## src/rtl/sccr_pkg.sv

```systemverilog
`default_nettype none
// ----------------------------------------------------------------------------
// sccr_pkg
// Shared constants, select codes, ramp colors and the square root step for
// the scalar to color ramp unit.
// ----------------------------------------------------------------------------
package sccr_pkg;

    localparam int NUM_LEVELS   = 17;
    localparam int STEP_DIVISOR = 18;
    localparam int NUM_THR      = NUM_LEVELS - 1;
    localparam int DW           = 32;
    localparam int SUM_W        = 64;
    localparam int PW           = 40;
    localparam int RANGE_W      = DW + 1;
    localparam int LVL_W        = 5;
    localparam int SQ_STAGES    = 16;
    localparam int REM_W        = 36;

    localparam logic [3:0] QS_NONE    = 4'd0;
    localparam logic [3:0] QS_POS_MAG = 4'd1;
    localparam logic [3:0] QS_POS_X   = 4'd2;
    localparam logic [3:0] QS_POS_Y   = 4'd3;
    localparam logic [3:0] QS_POS_Z   = 4'd4;
    localparam logic [3:0] QS_VEL_MAG = 4'd5;
    localparam logic [3:0] QS_VEL_X   = 4'd6;
    localparam logic [3:0] QS_VEL_Y   = 4'd7;
    localparam logic [3:0] QS_VEL_Z   = 4'd8;

    localparam logic [1:0] CFG_QSEL = 2'd0;
    localparam logic [1:0] CFG_MIN  = 2'd1;
    localparam logic [1:0] CFG_MAX  = 2'd2;

    typedef struct packed {
        logic [REM_W-1:0] rem;
        logic [DW-1:0]    root;
    } t_sq_acc;

    function automatic logic [23:0] ramp_color(input logic [LVL_W-1:0] lvl);
        logic [23:0] c;
        case (lvl)
            5'd0:    c = 24'h0000FF;
            5'd1:    c = 24'h003FFF;
            5'd2:    c = 24'h007FFF;
            5'd3:    c = 24'h00BFFF;
            5'd4:    c = 24'h00FFFF;
            5'd5:    c = 24'h00FFBF;
            5'd6:    c = 24'h00FF7F;
            5'd7:    c = 24'h00FF3F;
            5'd8:    c = 24'h00FF00;
            5'd9:    c = 24'h3FFF00;
            5'd10:   c = 24'h7FFF00;
            5'd11:   c = 24'hBFFF00;
            5'd12:   c = 24'hFFFF00;
            5'd13:   c = 24'hFFBF00;
            5'd14:   c = 24'hFF7F00;
            5'd15:   c = 24'hFF3F00;
            default: c = 24'hFF0000;
        endcase
        return c;
    endfunction

    // One digit of the restoring square root: two radicand bits enter.
    function automatic t_sq_acc isq_step(input t_sq_acc a, input logic [1:0] b);
        t_sq_acc          r;
        logic [REM_W-1:0] cur;
        logic [REM_W-1:0] trial;
        cur   = {a.rem[REM_W-3:0], b};
        trial = {2'b00, a.root, 2'b01};
        if (cur >= trial) begin
            r.rem  = cur - trial;
            r.root = {a.root[DW-2:0], 1'b1};
        end else begin
            r.rem  = cur;
            r.root = {a.root[DW-2:0], 1'b0};
        end
        return r;
    endfunction

endpackage
`default_nettype wire

```

## src/rtl/sccr_isqrt.sv

```systemverilog
`default_nettype none
// ----------------------------------------------------------------------------
// sccr_isqrt
// Pipelined floor square root of the 64-bit sum, two result bits per stage.
// The selected component travels alongside for component modes.
// ----------------------------------------------------------------------------
module sccr_isqrt
    import sccr_pkg::*;
(
    input  wire logic                 i_clk,
    input  wire logic                 i_rst_n,
    input  wire logic                 i_valid,
    input  wire logic                 i_mag,
    input  wire logic signed [DW-1:0] i_comp,
    input  wire logic [SUM_W-1:0]     i_sum,
    output logic                      o_valid,
    output logic                      o_mag,
    output logic signed [DW-1:0]      o_comp,
    output logic [DW-1:0]             o_root
);

    logic                 r_v    [SQ_STAGES];
    logic                 r_mag  [SQ_STAGES];
    logic signed [DW-1:0] r_comp [SQ_STAGES];
    logic [SUM_W-1:0]     r_x    [SQ_STAGES];
    t_sq_acc              r_acc  [SQ_STAGES];

    for (genvar g = 0; g < SQ_STAGES; g++) begin : g_stage
        logic                 s_v;
        logic                 s_mag;
        logic signed [DW-1:0] s_comp;
        logic [SUM_W-1:0]     s_x;
        t_sq_acc              s_acc;
        t_sq_acc              n_acc;

        if (g == 0) begin : g_first
            assign s_v    = i_valid;
            assign s_mag  = i_mag;
            assign s_comp = i_comp;
            assign s_x    = i_sum;
            assign s_acc  = '0;
        end else begin : g_next
            assign s_v    = r_v[g-1];
            assign s_mag  = r_mag[g-1];
            assign s_comp = r_comp[g-1];
            assign s_x    = r_x[g-1];
            assign s_acc  = r_acc[g-1];
        end

        assign n_acc = isq_step(isq_step(s_acc, s_x[SUM_W-1 -: 2]), s_x[SUM_W-3 -: 2]);

        always_ff @(posedge i_clk) begin
            if (!i_rst_n) begin
                r_v[g] <= 1'b0;
            end else begin
                r_v[g] <= s_v;
            end
        end

        always_ff @(posedge i_clk) begin
            r_mag[g]  <= s_mag;
            r_comp[g] <= s_comp;
            r_x[g]    <= {s_x[SUM_W-5:0], 4'b0000};
            r_acc[g]  <= n_acc;
        end
    end

    assign o_valid = r_v[SQ_STAGES-1];
    assign o_mag   = r_mag[SQ_STAGES-1];
    assign o_comp  = r_comp[SQ_STAGES-1];
    assign o_root  = r_acc[SQ_STAGES-1].root;

endmodule
`default_nettype wire

```

## config.mk

```make
export PLATFORM = sky130hd
export DESIGN_NAME = sccr_isqrt
export DESIGN_NICKNAME = d
export VERILOG_FILES = /design/src/rtl/sccr_pkg.sv /design/src/rtl/sccr_isqrt.sv
export SDC_FILE = /design/constraint.sdc
export NUM_CORES = 2
export LEC_CHECK = 0
export BUFFER_PORTS_ARGS = -buffer_cell sky130_fd_sc_hd__buf_2
export CORE_MARGIN = 5
export CORE_UTILIZATION = 42
export CTS_CLUSTER_DIAMETER = 100
export DETAILED_ROUTE_END_ITERATION = 8
export GPL_ROUTABILITY_DRIVEN = 0
export GPL_TIMING_DRIVEN = 1
export HOLD_SLACK_MARGIN = 0.1
export PLACE_DENSITY = 0.54
export SKIP_CTS_REPAIR_TIMING = 1
export SLEW_MARGIN = 20
export SYNTH_ARGS = -nofsm -noshare
export SYNTH_HDL_FRONTEND = slang
export SYNTH_SLANG_ARGS = --single-unit
```

## constraint.sdc

```tcl
create_clock -name i_clk -period 13.1 [get_ports i_clk]
set_input_delay 1.965 -clock i_clk [delete_from_list [all_inputs] [get_ports i_clk]]
set_output_delay 1.965 -clock i_clk [all_outputs]
set_load 0.01 [all_outputs]
```

==> impl_metrics.yaml <==
status:
  status: "complete, no violations"
logic_synthesis:
  synth_compound_area_frac: 0.161
  synth_area_leaders: "dfxtp_1 (45%), ha_1 (8.9%), xnor2_1 (5.4%)"
  synth_area_mm2: 0.0789
  synthMuxAreaShare: 0.0178
  netlist.top_cell.by_area: "dfxtp_1"
  yosys.area_share.adder: 0.0885
  synth-main-ff-cell: "dfxtp_1"
  ys_ff_latch: 1783
  async_flop_share: 0
  yosys.area_share.simple: 0.160
  ys_warn_count: 0
  synth_top_family_by_area: "compound AO/OA/AOI/OAI gates"
  synth_top_cell_area_share: 0.452
  syn_avg_cell_area_um2: 9.34
  synth_xor_area_frac: 0.0874
  synth_cell_types: 95
  seq_area_frac_synth: 0.452
  postSynthCellCount: 8446
  synth_edf_count: 0
floorplan:
  start_util: 0.421
  die_w_um: 443
  dieArea_mm2: 0.197
  rows: 159
  fp.dieH_um: 443
  fp.coreArea_mm2: 0.187
  ios: 166
worst_setup_path:
  r2r_cells: 26
  r2r-start: "r_acc[1][74]"
  critPathBufInv: 4
  cp.required_ns: 13.78
  r2r_setup_slack_ns: 5.66
  arrival_ns: 8.12
  crit_cells: 26
  cp_max_fo: 43
  worstReg2RegEnd: "r_acc[1][198]"
  slowest_stage: "a211oi_1"
  startpoint_type: "flip-flop"
  crit_family: "compound AO/OA/AOI/OAI gates"
  critPathCaptureType: "flip-flop"
  worst-setup-path-type: "reg2reg"
  slowest_delay_ns: 0.78
  startpoint: "r_acc[1][74]"
  endpoint: "r_acc[1][198]"
routing:
  dr.pass1.iters: 6
  drt_iter0_drc: 4372
  ant_nets: 0
  wl_per_cell_um: 18.0
  drc: 0
  routed_via_density: 5.36
  vias: 60400
  route.final.wire_length_mm: 203
timing:
  timing.final.ws_setup_ns: 5.66
  setup_viol: 0
  final_hold_viol_count: 0
  final_min_period_over_clock_period: 0.568
  slew_headroom: 0.304
  fin_crit_ns: 7.44
  fin_skew_ns: 0.0545
  worst_pin_slew_ns: 1.04
  rsz0062_at_grt: "no"
  fmax_ghz: 0.134
  finalMaxSlewViolations: 0
  fin_tns_setup_ns: 0
clocking:
  clock-root-buffer: "clkbuf_16"
  clk_pin_slew_ns: 0.06
  worstSkewPairLatency_ns: 0.83
  cts_tree: "built"
  clockBufferDepth: 3
  cts.sinks: 1783
  htreeDepth: 4
  cts_buffers: 183
power_and_ir_drop:
  p_leak_nw: 40.1
  ir_worst_vdd_mv: 0.174
  p_per_area_mw_per_mm2: 188
place:
  dpl_cell_area_mm2: 0.0823
  place_ws_ns: 5.44
  place_hpwl_mm: 158
  dp.cells: 10900
  io_buffers: 165
global_routing:
  grt_max_degree: 53
  grt_first_pass_wirelength_mm: 318
  grt_overflow: 0
  antenna_found_initial: 5
  first_global_vias: 57700
  grt_usage: 0.198
layout:
  area_delta_synth_final_pct: 12.8
  nNetsFinal: 9275
  seq_area_mm2: 0.0357
  drive_gt1_frac: 0.0836
  final_area_mm2: 0.0890
  fin_cells: 11300
  multi_input_area_mm2: 0.0406
  fillers: 17900
worst_hold_path:
  hold_class: "reg2reg"
  min_path_cells: 0
run:
  maxCapViolCount: 0
sequential cells by signal (all words and copies together), names as in the netlist:
register and flops:
r_acc 759, r_comp 512, r_mag 16, r_v 16
r_x 480
layer usage:
metal | track usage | wire (µm)
met5 | 0 | 17
met4 | 0.0669 | 6840
met3 | 0.0263 | 9530
met2 | 0.318 | 90400
met1 | 0.276 | 95800
through the flow:
stage                     hold WS [ns]  total power [W]  utilization
after floorplan                  0.310          0.00995            -
after global placement           0.310           0.0112        0.439
after detailed placement         0.312           0.0112        0.439
after CTS                        0.277           0.0169        0.475
after global routing             0.288           0.0177        0.475
final                            0.278           0.0167        0.475
cell usage after synthesis, drive strengths merged, types with 14 or more instances:
library cell / instances
o21a: 83
o211ai: 39
nand4: 160
xor2: 305
a21oi: 622
nor3: 198
and3: 77
nor2b: 86
and2: 71
ha: 558
nand3: 167
a31o: 29
o31ai: 71
mux2: 101
a31oi: 51
buf: 34
nand3b: 29
a2111oi: 20
a21boi: 19
a211o: 35
mux2i: 27
or4: 55
and4: 23
clkbuf: 179
a21o: 263
nand2: 660
o31a: 24
o22ai: 18
or2: 49
nand2b: 86
xnor2: 482
a221oi: 14
nor2: 585
nor4: 103
o21ai: 436
o311ai: 19
dfxtp: 1783
o21bai: 59
nor4b: 22
nand4b: 20
or3: 71
nor3b: 23
a211oi: 57
inv: 470
worst min path at each step:
stage              startpoint              to  slack [ns]
6_report          r_mag[1][1]     r_mag[1][2]        0.28
5_1_grt        r_comp[0][187]  r_comp[0][219]        0.29
3_3_place_gp    r_comp[1][94]  r_comp[1][126]        0.31
2_1_floorplan   r_comp[0][68]  r_comp[0][100]        0.31
3_5_place_dp    r_comp[0][68]  r_comp[0][100]        0.31
4_1_cts        r_comp[1][103]  r_comp[1][135]        0.28
power by group:
group / total (W) / switching, W / internal, W / leakage (nW)
registers: 0.00683 / 0.000670 / 0.00616 / 14.9
clock network: 0.00556 / 0.00221 / 0.00335 / 3.24
logic: 0.00433 / 0.00257 / 0.00176 / 21.9
total: 0.0167 / 0.00546 / 0.0113 / 40.1
cell type report:
type / count / share of cell area
Multi-Input combinational cell: 5980 / 0.457
Sequential cell: 1783 / 0.401
Clock buffer: 237 / 0.0566
Tap cell: 2495 / 0.0351
Inverter: 472 / 0.0199
Clock inverter: 101 / 0.0184
Timing Repair Buffer: 197 / 0.0120
Antenna cell: 1 / 0.0000281
layout by cell type, fill, tap and decap left out, types with 193 or more instances in the layout:
cell type,synthesis,final
nor3_1,195,193
a21oi_1,622,621
dfxtp_1,1783,1783
nor2_1,584,584
o21ai_0,428,428
xor2_1,305,305
ha_1,558,558
nand2_1,659,659
xnor2_1,482,482
a21o_1,263,263
inv_1,464,464
cells by family (layout without fill, tap and decap cells):
family          after synthesis  count (layout)
fa+ha+maj                   558             558
mux                         128             128
compound gates             1995            1995
simple gates               2509            2509
other cells                   1               4
xor+xnor                    787             787
buf+inv                     685            1007
flops                      1783            1783
Power figures use the tool's default switching activity.
