**src/rtl/sccr_pkg.sv**
```systemverilog
`default_nettype none
// ----------------------------------------------------------------------------
// sccr_pkg
// Shared constants, select codes, ramp colors and the square root step for
// the scalar to color ramp unit.
// ----------------------------------------------------------------------------
package sccr_pkg;

    localparam int NUM_LEVELS   = 17;
    localparam int STEP_DIVISOR = 18;
    localparam int NUM_THR      = NUM_LEVELS - 1;
    localparam int DW           = 32;
    localparam int SUM_W        = 64;
    localparam int PW           = 40;
    localparam int RANGE_W      = DW + 1;
    localparam int LVL_W        = 5;
    localparam int SQ_STAGES    = 16;
    localparam int REM_W        = 36;

    localparam logic [3:0] QS_NONE    = 4'd0;
    localparam logic [3:0] QS_POS_MAG = 4'd1;
    localparam logic [3:0] QS_POS_X   = 4'd2;
    localparam logic [3:0] QS_POS_Y   = 4'd3;
    localparam logic [3:0] QS_POS_Z   = 4'd4;
    localparam logic [3:0] QS_VEL_MAG = 4'd5;
    localparam logic [3:0] QS_VEL_X   = 4'd6;
    localparam logic [3:0] QS_VEL_Y   = 4'd7;
    localparam logic [3:0] QS_VEL_Z   = 4'd8;

    localparam logic [1:0] CFG_QSEL = 2'd0;
    localparam logic [1:0] CFG_MIN  = 2'd1;
    localparam logic [1:0] CFG_MAX  = 2'd2;

    typedef struct packed {
        logic [REM_W-1:0] rem;
        logic [DW-1:0]    root;
    } t_sq_acc;

    function automatic logic [23:0] ramp_color(input logic [LVL_W-1:0] lvl);
        logic [23:0] c;
        case (lvl)
            5'd0:    c = 24'h0000FF;
            5'd1:    c = 24'h003FFF;
            5'd2:    c = 24'h007FFF;
            5'd3:    c = 24'h00BFFF;
            5'd4:    c = 24'h00FFFF;
            5'd5:    c = 24'h00FFBF;
            5'd6:    c = 24'h00FF7F;
            5'd7:    c = 24'h00FF3F;
            5'd8:    c = 24'h00FF00;
            5'd9:    c = 24'h3FFF00;
            5'd10:   c = 24'h7FFF00;
            5'd11:   c = 24'hBFFF00;
            5'd12:   c = 24'hFFFF00;
            5'd13:   c = 24'hFFBF00;
            5'd14:   c = 24'hFF7F00;
            5'd15:   c = 24'hFF3F00;
            default: c = 24'hFF0000;
        endcase
        return c;
    endfunction

    // One digit of the restoring square root: two radicand bits enter.
    function automatic t_sq_acc isq_step(input t_sq_acc a, input logic [1:0] b);
        t_sq_acc          r;
        logic [REM_W-1:0] cur;
        logic [REM_W-1:0] trial;
        cur   = {a.rem[REM_W-3:0], b};
        trial = {2'b00, a.root, 2'b01};
        if (cur >= trial) begin
            r.rem  = cur - trial;
            r.root = {a.root[DW-2:0], 1'b1};
        end else begin
            r.rem  = cur;
            r.root = {a.root[DW-2:0], 1'b0};
        end
        return r;
    endfunction

endpackage
`default_nettype wire

```
**src/rtl/sccr_classify.sv**
```systemverilog
`default_nettype none
// ----------------------------------------------------------------------------
// sccr_classify
// Scales the scalar against the range, compares it with every threshold
// and looks up the level color, over three register stages.
// ----------------------------------------------------------------------------
module sccr_classify
    import sccr_pkg::*;
(
    input  wire logic                      i_clk,
    input  wire logic                      i_rst_n,
    input  wire logic                      i_valid,
    input  wire logic                      i_mag,
    input  wire logic signed [DW-1:0]      i_comp,
    input  wire logic [DW-1:0]             i_root,
    input  wire logic signed [DW-1:0]      i_min,
    input  wire logic signed [RANGE_W-1:0] i_range,
    output logic                           o_valid,
    output logic [LVL_W-1:0]               o_level,
    output logic [7:0]                     o_red,
    output logic [7:0]                     o_green,
    output logic [7:0]                     o_blue
);

    logic signed [DW-1:0]      d;
    logic signed [RANGE_W-1:0] diff;
    logic signed [PW-1:0]      n_lhs;
    logic signed [PW-1:0]      kr [NUM_THR];
    logic [LVL_W-1:0]          n_level;
    logic [23:0]               rgb;

    logic                 r_va, r_vb, r_vc;
    logic signed [PW-1:0] r_lhs, r_lhs_n;
    logic [NUM_THR-1:0]   r_le;
    logic                 r_lt_top;
    logic [LVL_W-1:0]     r_level;
    logic [23:0]          r_rgb;

    // The threshold test d <= min + floor(k*range/N) is exact as N*(d-min) <= k*range.
    always_comb begin
        if (i_mag) begin
            d = i_root[DW-1] ? {1'b0, {(DW-1){1'b1}}} : i_root;
        end else begin
            d = i_comp;
        end
        diff  = RANGE_W'(d) - RANGE_W'(i_min);
        n_lhs = PW'(diff) * PW'(STEP_DIVISOR);
    end

    for (genvar j = 0; j < NUM_THR; j++) begin : g_kr
        localparam logic signed [PW-1:0] KC = PW'(j + 1);
        assign kr[j] = PW'(i_range) * KC;
    end

    always_comb begin
        n_level = '0;
        if (r_le[0]) begin
            n_level = '0;
        end else if (!r_lt_top) begin
            n_level = LVL_W'(NUM_THR);
        end else begin
            for (int i = NUM_THR - 2; i >= 1; i--) begin
                if (r_le[i]) begin
                    n_level = LVL_W'(i);
                end
            end
        end
        rgb = ramp_color(n_level);
    end

    always_ff @(posedge i_clk) begin
        if (!i_rst_n) begin
            r_va <= 1'b0;
            r_vb <= 1'b0;
            r_vc <= 1'b0;
        end else begin
            r_va <= i_valid;
            r_vb <= r_va;
            r_vc <= r_vb;
        end
    end

    always_ff @(posedge i_clk) begin
        r_lhs   <= n_lhs;
        r_lhs_n <= n_lhs + PW'(STEP_DIVISOR);
        for (int k = 0; k < NUM_THR; k++) begin
            r_le[k] <= (r_lhs <= kr[k]);
        end
        r_lt_top <= (r_lhs_n <= kr[NUM_THR-1]);
        r_level  <= n_level;
        r_rgb    <= rgb;
    end

    assign o_valid = r_vc;
    assign o_level = r_level;
    assign o_red   = r_rgb[23:16];
    assign o_green = r_rgb[15:8];
    assign o_blue  = r_rgb[7:0];

endmodule
`default_nettype wire

```
**config.mk**
```make
export PLATFORM = sky130hd
export DESIGN_NAME = sccr_classify
export DESIGN_NICKNAME = d
export VERILOG_FILES = /design/src/rtl/sccr_pkg.sv /design/src/rtl/sccr_classify.sv
export SDC_FILE = /design/constraint.sdc
export NUM_CORES = 2
export LEC_CHECK = 0
export ABC_AREA = 1
export BUFFER_PORTS_ARGS = -buffer_cell sky130_fd_sc_hd__buf_2
export CAP_MARGIN = 20
export CORE_MARGIN = 1
export CORE_UTILIZATION = 54
export DETAILED_ROUTE_END_ITERATION = 8
export PLACE_DENSITY = 0.75
export SETUP_SLACK_MARGIN = 0.05
export SLEW_MARGIN = 20
export SYNTH_ARGS = -nofsm -noshare
export SYNTH_HDL_FRONTEND = slang
export SYNTH_SLANG_ARGS = --single-unit
```
**constraint.sdc**
```tcl
create_clock -name i_clk -period 7.4 [get_ports i_clk]
set_input_delay 0.74 -clock i_clk [delete_from_list [all_inputs] [get_ports i_clk]]
set_output_delay 0.74 -clock i_clk [all_outputs]
set_load 0.01 [all_outputs]
```
==> results.toml <==
[status]
status = "finished, final reports clean"

[critical_path]
cp_common_cell = "nand2_1"
max_stage_delay_ns = 0.71
arrival_ns = 6.87
worst_setup_path_start_kind = "input port"
critPathKind = "input port to register"
crit_family = "simple AND/OR/NAND/NOR gates"
path_buf_inv = 6
cp_data_required_time_ns = 7.69
critPathCaptureType = "register"
crit_slowest_cell = "nor4_2"
crit_fanout = 31

[grt]
grt_pass1_wl_um = 231000
grt_max_degree = 33
grt_util_all_layers = 0.418
grt_pass1_vias = 41300
antenna_found_initial = 5
globalRouteOverflowTotal = 0

[yosys]
netlist_instances = 5672
yosys_warnings = 0
ys_types = 51
ys_seq_elements = 110
async_reset_ff_frac = 0
syn_nets = 6942
synth_edf_count = 0
postSynthAreaPerCell_um2 = 6.90
synth_ff_type = "dfxtp_1"
netlist_area_um2 = 39100
ys_seq_area_frac = 0.0563

[clocking]
cts.sinks = 110
cts_root_buf = "clkbuf_16"
insertion_delay_ns = 0.41
cts_htree_levels = 3
path_clk_slew_ns = 0.10
clockBufferDepth = 2
cts_made_buffers = 9
cts_resized = 0
cts_tree = "built"
cts_setup_buffers = 0
hold_buffers = 0

[floorplanning]
die-area_um2 = 73500
num_rows = 98
core_um2 = 71600
fp.dieW_um = 271
ios = 163
fp.dieH_um = 271
start_util = 0.546

[placed_design]
placed_area_um2 = 41600
place.gp.congestion = 1.11
io_buffers = 162
place_hpwl_um = 133000
placed_cells = 6843
preCtsSetupSlack_ns = 0.539

[flow_run]
maxCapViolCount = 0

[min_path]
min_path_type = "register to register"

[pwr]
power.density_nw_per_um2 = 361
worst_ir_drop_vdd_v = 0.000206
p_leak_uw = 0.0223

[routing]
drt_pass1_iterations = 5
drt_wl_total_um = 156000
num_vias = 40800
drc = 0
drt_iter0_drc = 2872
wl_per_cell_um = 22.7
ant_nets = 0
viasPerCell = 5.94

[layout]
drive_gt1_frac = 0.0572
post-route-cell-area_um2 = 41900
area_growth_pct = 7.22
layout.nets = 7174
layoutNonFillerInstCount = 6862

[sta]
setup_violations = 0
finalCriticalPeriod_ns = 6.58
clock_skew_ns = 0.0331
drv_slew = 0
slew_headroom = 0.200
layout_setup_ws_ns = 0.818
whs_ns = 0.423
rsz0062_at_grt = "no"
tns_ns = 0
worst_pin_slew_ns = 1.19
fmax_ghz = 0.152
post-route-period-util = 0.889
final_hold_viol_count = 0
## synth_stat cells, types with 17 or more instances
cell | count | area, um2
a31oi_1 | 35 | 219
fa_1 | 159 | 3180
ha_1 | 978 | 12200
inv_1 | 924 | 3470
nor2_1 | 403 | 1510
o21bai_1 | 25 | 188
nor3_1 | 90 | 450
a21o_1 | 26 | 195
o21ai_0 | 266 | 1330
nand3_1 | 212 | 1060
nor4_1 | 41 | 257
nand3b_1 | 18 | 135
nand2_1 | 1069 | 4010
xor2_1 | 167 | 1460
dfxtp_1 | 110 | 2200
o21a_1 | 45 | 338
a21oi_1 | 584 | 2920
nand4_1 | 135 | 845
nand2_2 | 21 | 131
o221ai_1 | 17 | 149
o22a_1 | 30 | 263
xnor2_1 | 128 | 1120
o211ai_1 | 29 | 218
## area by class of cell
| type | instances | area (um2) |
|---|---|---|
| Multi-Input combinational cell | 4601 | 33300 |
| Fill cell | 7059 | 29700 |
| Inverter | 932 | 3500 |
| Sequential cell | 110 | 2200 |
| Timing Repair Buffer | 250 | 1470 |
| Tap cell | 950 | 1190 |
| Clock buffer | 9 | 225 |
| Clock inverter | 7 | 91.3 |
| Antenna cell | 3 | 7.51 |
## cells by family (layout without fill, tap and decap cells)
kind of cell,count (synthesis),count (layout),synth area share
buffers and inverters,961,1198,0.0937
adders and majority gates,1137,1137,0.394
other,0,3,0
and+or+nand+nor,2042,2042,0.227
DFF,110,110,0.0563
xor gates and xnor gates,296,296,0.0668
AOI/OAI and AO/OA,1126,1126,0.162
## worst min-delay path, cell delays in order, from the launching register on
cell	delay (ns)
dfxtp_1	0.31
nand2_1	0.06
inv_1	0.03
## cell usage in the layout, fill, tap and decap left out, drive strengths merged, types with 2 or more instances in the layout
master / netlist / routed
xnor2: 128 / 128
a21o: 26 / 26
o211ai: 29 / 29
clkbuf: 14 / 9
a21oi: 585 / 585
a211oi: 12 / 12
o211a: 3 / 3
nand3b: 18 / 18
a31o: 7 / 7
o31ai: 3 / 3
o21a: 45 / 45
inv: 932 / 937
nand2: 1094 / 1094
o21ai: 275 / 275
and3: 4 / 4
xor2: 168 / 168
a221oi: 8 / 8
nand4: 135 / 135
dfxtp: 110 / 110
fa: 159 / 159
buf: 15 / 250
o221ai: 17 / 17
a31oi: 35 / 35
ha: 978 / 978
nor3b: 5 / 5
or2: 4 / 4
or4: 3 / 3
clkinv: 0 / 2
nand3: 220 / 220
o21bai: 25 / 25
nor4: 42 / 42
and2: 4 / 4
a21boi: 17 / 17
o2111ai: 8 / 8
or3: 2 / 2
o22a: 30 / 30
nor2: 419 / 419
nor4b: 2 / 2
nor3: 90 / 90
diode: 0 / 3
## worst paths after layout
kind	end	depth (start not counted)	startpoint	slack, ns
worst max-delay path	r_lhs_n[33]	30	i_mag	0.82
worst min-delay path	o_valid	2	r_vb	0.42
worst max register to register	r_le[1]	12	r_lhs[38]	2.90
worst min register to register	o_valid	2	r_vb	0.42
## flip-flops by register name (all words and copies together) (netlist names)
| name | cells |
|---|---|
| r_lhs | 38 |
| r_vb | 1 |
| r_lhs_n | 39 |
| o_level | 5 |
| r_va | 1 |
| r_rgb | 9 |
| r_le | 15 |
| r_lt_top | 1 |
| o_valid | 1 |
## stage by stage
step	utilization	total power, uW
floorplan	-	10200
global placement	0.581	14000
detailed placement	0.581	14200
CTS	0.586	14800
global route	0.586	16700
finish	0.586	15200
## routing by layer
metal / routed length (um) / vias to the layer above / track usage
met5: 13 / - / 0
met4: 16200 / 2 / 0.376
met3: 10300 / 577 / 0.0596
met2: 73400 / 1538 / 0.731
met1: 55800 / 19000 / 0.436
li1: - / 19700 / -
## where the power goes
| group | internal (uW) | leakage (uW) | switching [uW] |
|---|---|---|---|
| clock network | 249 | 0.000153 | 326 |
| registers | 914 | 0.000925 | 411 |
| logic | 4630 | 0.0212 | 8620 |
(Power assumes the default switching activity.)
